<file path="src/rtl/sfk_pkg.sv">
// Shared types, constants and tables for the six-joint forward kinematics block.
package sfk_pkg;

  localparam int ANGLE_WIDTH  = 16;
  localparam int COORD_WIDTH  = 32;
  localparam int CFG_WIDTH    = 20;
  localparam int ROT_WIDTH    = 16;
  localparam int POS_WIDTH    = 20;
  localparam int TRIG_W       = 32;
  localparam int CORDIC_W     = 33;
  localparam int PROD_W       = 64;
  localparam int JOINTS       = 6;
  localparam int LINKS        = 8;
  localparam int CORDIC_STEPS = 20;
  localparam int OFS_W        = 17;

  localparam logic signed [31:0]       PHASE_MUL = 32'sd83443;
  localparam logic signed [CORDIC_W-1:0] CORDIC_X0 = 33'sd652032874;
  localparam logic signed [TRIG_W-1:0] Q30_ONE   = 32'sd1073741824;
  localparam logic signed [CFG_WIDTH-1:0] BASE_HEIGHT_RST = 20'sd131072;
  localparam int ROT_LIMIT = 16384;
  localparam int POS_LIMIT = 327680;

  typedef logic signed [TRIG_W-1:0] trig_val_t;

  typedef struct packed {
    trig_val_t [JOINTS-1:0] cosv;
    trig_val_t [JOINTS-1:0] sinv;
  } trig_t;

  typedef struct packed {
    logic full;
    logic empty;
  } q_stat_t;

  typedef enum logic [1:0] {AX_NONE, AX_Z, AX_Y} axis_t;

  typedef struct packed {
    axis_t                   axis;
    logic [2:0]              joint;
    logic [1:0]              t_axis;
    logic signed [OFS_W-1:0] t_val;
  } link_t;

  typedef enum logic [1:0] {F_IDLE, F_RUN, F_PUSH} f_state_t;
  typedef enum logic [1:0] {B_IDLE, B_RUN, B_DONE} b_state_t;

  // arctangent table, 2^32 per turn
  function automatic logic signed [CORDIC_W-1:0] atan_val(input logic [4:0] i);
    logic signed [CORDIC_W-1:0] v;
    case (i)
      5'd0:  v = 33'sd536870912;
      5'd1:  v = 33'sd316933406;
      5'd2:  v = 33'sd167458907;
      5'd3:  v = 33'sd85004756;
      5'd4:  v = 33'sd42667331;
      5'd5:  v = 33'sd21354465;
      5'd6:  v = 33'sd10679838;
      5'd7:  v = 33'sd5340245;
      5'd8:  v = 33'sd2670163;
      5'd9:  v = 33'sd1335087;
      5'd10: v = 33'sd667544;
      5'd11: v = 33'sd333772;
      5'd12: v = 33'sd166886;
      5'd13: v = 33'sd83443;
      5'd14: v = 33'sd41722;
      5'd15: v = 33'sd20861;
      5'd16: v = 33'sd10430;
      5'd17: v = 33'sd5215;
      5'd18: v = 33'sd2608;
      5'd19: v = 33'sd1304;
      default: v = '0;
    endcase
    return v;
  endfunction

  // link chain: rotation axis, joint, offset axis and offset in Q16
  function automatic link_t link_info(input logic [2:0] k);
    link_t l;
    case (k)
      3'd0: l = '{AX_Z,    3'd0, 2'd2, 17'sd8343};
      3'd1: l = '{AX_Y,    3'd1, 2'd1, 17'sd14480};
      3'd2: l = '{AX_Y,    3'd2, 2'd0, 17'sd40108};
      3'd3: l = '{AX_NONE, 3'd0, 2'd1, -17'sd11266};
      3'd4: l = '{AX_Y,    3'd3, 2'd0, 17'sd37506};
      3'd5: l = '{AX_Z,    3'd4, 2'd1, 17'sd7530};
      3'd6: l = '{AX_Y,    3'd5, 2'd2, -17'sd7583};
      default: l = '{AX_NONE, 3'd0, 2'd1, 17'sd11246};
    endcase
    return l;
  endfunction

endpackage

</file>
<file path="src/rtl/sfk_queue.sv">
// Two-entry queue of sine/cosine sets between front and back.
module sfk_queue import sfk_pkg::*; (
  input  logic    clk,
  input  logic    rst,
  input  logic    push,
  input  trig_t   push_data,
  input  logic    pop,
  output trig_t   head,
  output q_stat_t qs
);

  trig_t mem [2];
  logic wr_ptr, rd_ptr;
  logic [1:0] count;

  assign head     = mem[rd_ptr];
  assign qs.full  = (count == 2'd2);
  assign qs.empty = (count == 2'd0);

  always_ff @(posedge clk) begin
    if (rst) begin
      wr_ptr <= 1'b0;
      rd_ptr <= 1'b0;
      count  <= '0;
    end else begin
      if (push) wr_ptr <= ~wr_ptr;
      if (pop) rd_ptr <= ~rd_ptr;
      count <= count + {1'b0, push} - {1'b0, pop};
    end
  end

  always_ff @(posedge clk) begin
    if (push) mem[wr_ptr] <= push_data;
  end

  a_no_overflow: assert property (@(posedge clk) disable iff (rst)
    push |-> (count != 2'd2)) else $error("queue overflow");
  a_no_underflow: assert property (@(posedge clk) disable iff (rst)
    pop |-> (count != 2'd0)) else $error("queue underflow");

endmodule

</file>
<file path="config.mk">
export PLATFORM = sky130hd
export DESIGN_NAME = sfk_queue
export DESIGN_NICKNAME = d
export VERILOG_FILES = /design/src/rtl/sfk_pkg.sv /design/src/rtl/sfk_queue.sv
export SDC_FILE = /design/constraint.sdc
export NUM_CORES = 1
export LEC_CHECK = 0
export ABC_AREA = 1
export BUFFER_PORTS_ARGS = -buffer_cell sky130_fd_sc_hd__buf_2
export CAP_MARGIN = 0
export CORE_AREA = 3 3 303 305
export CTS_BUF_LIST = sky130_fd_sc_hd__clkbuf_2
export CTS_CLUSTER_SIZE = 40
export DETAILED_ROUTE_END_ITERATION = 16
export DIE_AREA = 0 0 306 308
export PLACE_DENSITY = 0.55
export SLEW_MARGIN = 20
export SYNTH_ARGS = -nofsm -noshare
export SYNTH_HDL_FRONTEND = slang
export SYNTH_SLANG_ARGS = --single-unit
</file>
<file path="constraint.sdc">
create_clock -name clk -period 35.4 [get_ports clk]
set_input_delay 10.62 -clock clk [delete_from_list [all_inputs] [get_ports clk]]
set_output_delay 10.62 -clock clk [all_outputs]
set_load 0.005 [all_outputs]
</file>
==> out/qor.csv <==
metric,value,unit
vias in the first global route,16300,
leakage dissipation,14.6,nW
worst-path maximum fanout,126,
syn_nets,1616,
Max Slew Vio Count,0,
die area,94200,µm²
"Cell Chain, Critical Path","buf_4, buf_12, mux2_4, buf_2",
Critical Path End Type,primary output,
setup violators final,0,
clock buffer depth,3,
CTS Root Buffer Type,clkbuf_2,
CTS resizes,0,
RSZ-0062 raised after global routing,no,
Initial Util,32.9,%
CP peak stage delay,980,ps
Worst slew margin,18.4,%
floorplan core area,89600,µm²
DR iter-0 viols,767,
Layout Cells excl Fill,3494,
register area share after synthesis,78.5,%
Crit path required time,24780,ps
Final Critical Period,15440,ps
outcome,"complete, no violations",
Post-CTS Setup Inserts,0,
Worst path top cell family by delay,buffers and inverters,
WL per Instance,19.4,µm
clk_lat worst skew,1370,ps
FMAX,64.8,MHz
Pwr per Cell Area,52.0,nW/µm²
Avg Inst Size Synth,24.1,µm²
"commonest non-fill, non-tap cells in the layout","buf_2, edfxtp_1, mux2_4",
drt pass-1 iters,4,
Setup TNS Final,0,ps
number of routed nets with antenna violations,0,
total CTS buffers,195,
final hold viol count,0,
first-pass GRT wire length,98100,µm
fin nets,2558,
Routed WL,67900,µm
CP arrival,4820,ps
synthesized flop and latch total,773,
Worst VDD drop,0.0277,mV
# fillers,8293,
worst slew pin tran,1220,ps
cell area after synthesis,29500,µm²
Die Y,308,µm
Final Cycle Share,43.6,%
crit path buf inv count,3,
largest net degree at the start of global routing,141,
crit path kind,reg -> out,
Post-Route Skew,62.4,ps
I/O Buffers,773,
"commonest non-fill, non-tap cell in the layout",buf_2,
die width,306,µm
vias per cell,4.28,
GRT Overall Usage,14.0,%
routability-driven placement congestion ratio,0.775,
initial antenna violation count,30,
CTS tree,done,
gr ovfl total,0,
hpwl dp,46100,µm
placed insts,3146,
DR vias,15000,
FP Rows,110,
cts hold-fix bufs,0,
Area Growth Syn to Fin,22.9,%
Synth warnings,0,
DR DRC count,0,
CP Launch Type,flip-flop,
Top Ports,774,
CTS H-Tree Depth,4,
TritonCTS Sinks,773,
Critical-path top delay cell,dfxtp_4,
Worst Hold Class,reg -> reg,
layout cells sized above 1,64.2,%
Max-cap violations,0,
Netlist cell types,16,
Post-Synthesis Cells,1226,
clk slew on worst S/H paths,110,ps
kinds of logic after synthesis:
family / after synthesis / share of synthesized area [%]
xor gates and xnor gates: 1 / 0.0297
muxes: 384 / 19.2
DFF: 773 / 78.5
and+or+nand+nor: 14 / 0.187
AOI/OAI and AO/OA: 1 / 0.0170
buffers and inverters: 51 / 1.90
adders and majority gates: 2 / 0.0848
layout make-up:
type                            instances  area (µm²)  share of cell area, %
Antenna cell                           18        45.0                  0.124
Clock buffer                          285        1430                   3.93
Clock inverter                         44         302                  0.832
Inverter                                8        37.5                  0.104
Multi-Input combinational cell        402        5780                   15.9
Sequential cell                       773       23200                   63.9
Tap cell                             1176        1470                   4.06
Timing Repair Buffer                  788        4030                   11.1
per-stage QoR:
stage	power [mW]	util [%]	cell area [µm²]	hold slack, ps	setup slack [ps]
2_1_floorplan	1.25	-	29500	480	7560
3_3_place_gp	1.32	38.4	34500	492	20760
3_5_place_dp	1.32	38.4	34500	503	20640
4_1_cts	1.93	40.4	36200	539	19620
5_1_grt	1.99	40.4	36200	559	19580
6_report	1.89	40.5	36300	527	19960
cell usage after synthesis:
library cell  count  area [µm²]
edfxtp_1        768       23100
xnor2_1           1        8.76
inv_1             8        30.0
buf_8            11         165
nor2_1            8        30.0
dfxtp_1           5         100
buf_2             2        10.0
buf_12            2        40.0
nand3_1           1        5.00
nor3_1            1        5.00
ha_1              2        25.0
a21oi_1           1        5.00
buf_6            28         315
mux2_2           24         270
nand2_1           4        15.0
mux2_4          360        5410
worst register-to-register path: cells and delay by family (launching register included):
family	cells	cell delay, ps
flip-flops	1	410
buffers and inverters	4	2720
AND/OR/NAND/NOR	1	170
power breakdown:
part	switching (mW)	leakage (nW)	total [mW]	internal (mW)
Sequential	0.0139	7.25	1.07	1.06
Combinational	0.104	6.00	0.224	0.121
Clock	0.345	1.32	0.588	0.243
routing by layer:
layer	track usage (%)	share of wire (%)	wire (µm)
met4	6.84	2.6	1770
met1	13.8	34	23400
met5	0	0.18	123
met3	6.84	9.9	6730
met2	24.5	53	35900
worst paths after layout:
| path | start | end | slack (ps) | cells after the start |
|---|---|---|---|---|
| worst max-delay path | flip-flop | head[27] | 19960 | 4 |
| worst min-delay path | rd_ptr$_SDFFE_PP0P_ | rd_ptr$_SDFFE_PP0P_ | 530 | 2 |
| worst max register to register | wr_ptr$_SDFFE_PP0P_ | mem[1][30]$_DFFE_PP_ | 31660 | 5 |
| worst min register to register | rd_ptr$_SDFFE_PP0P_ | rd_ptr$_SDFFE_PP0P_ | 530 | 2 |
state kept, by name, indices dropped and copies added, names as in the netlist, named ones only:
signal  count
count       2
mem       768
rd_ptr      1
wr_ptr      1
(Power assumes the default switching activity.)
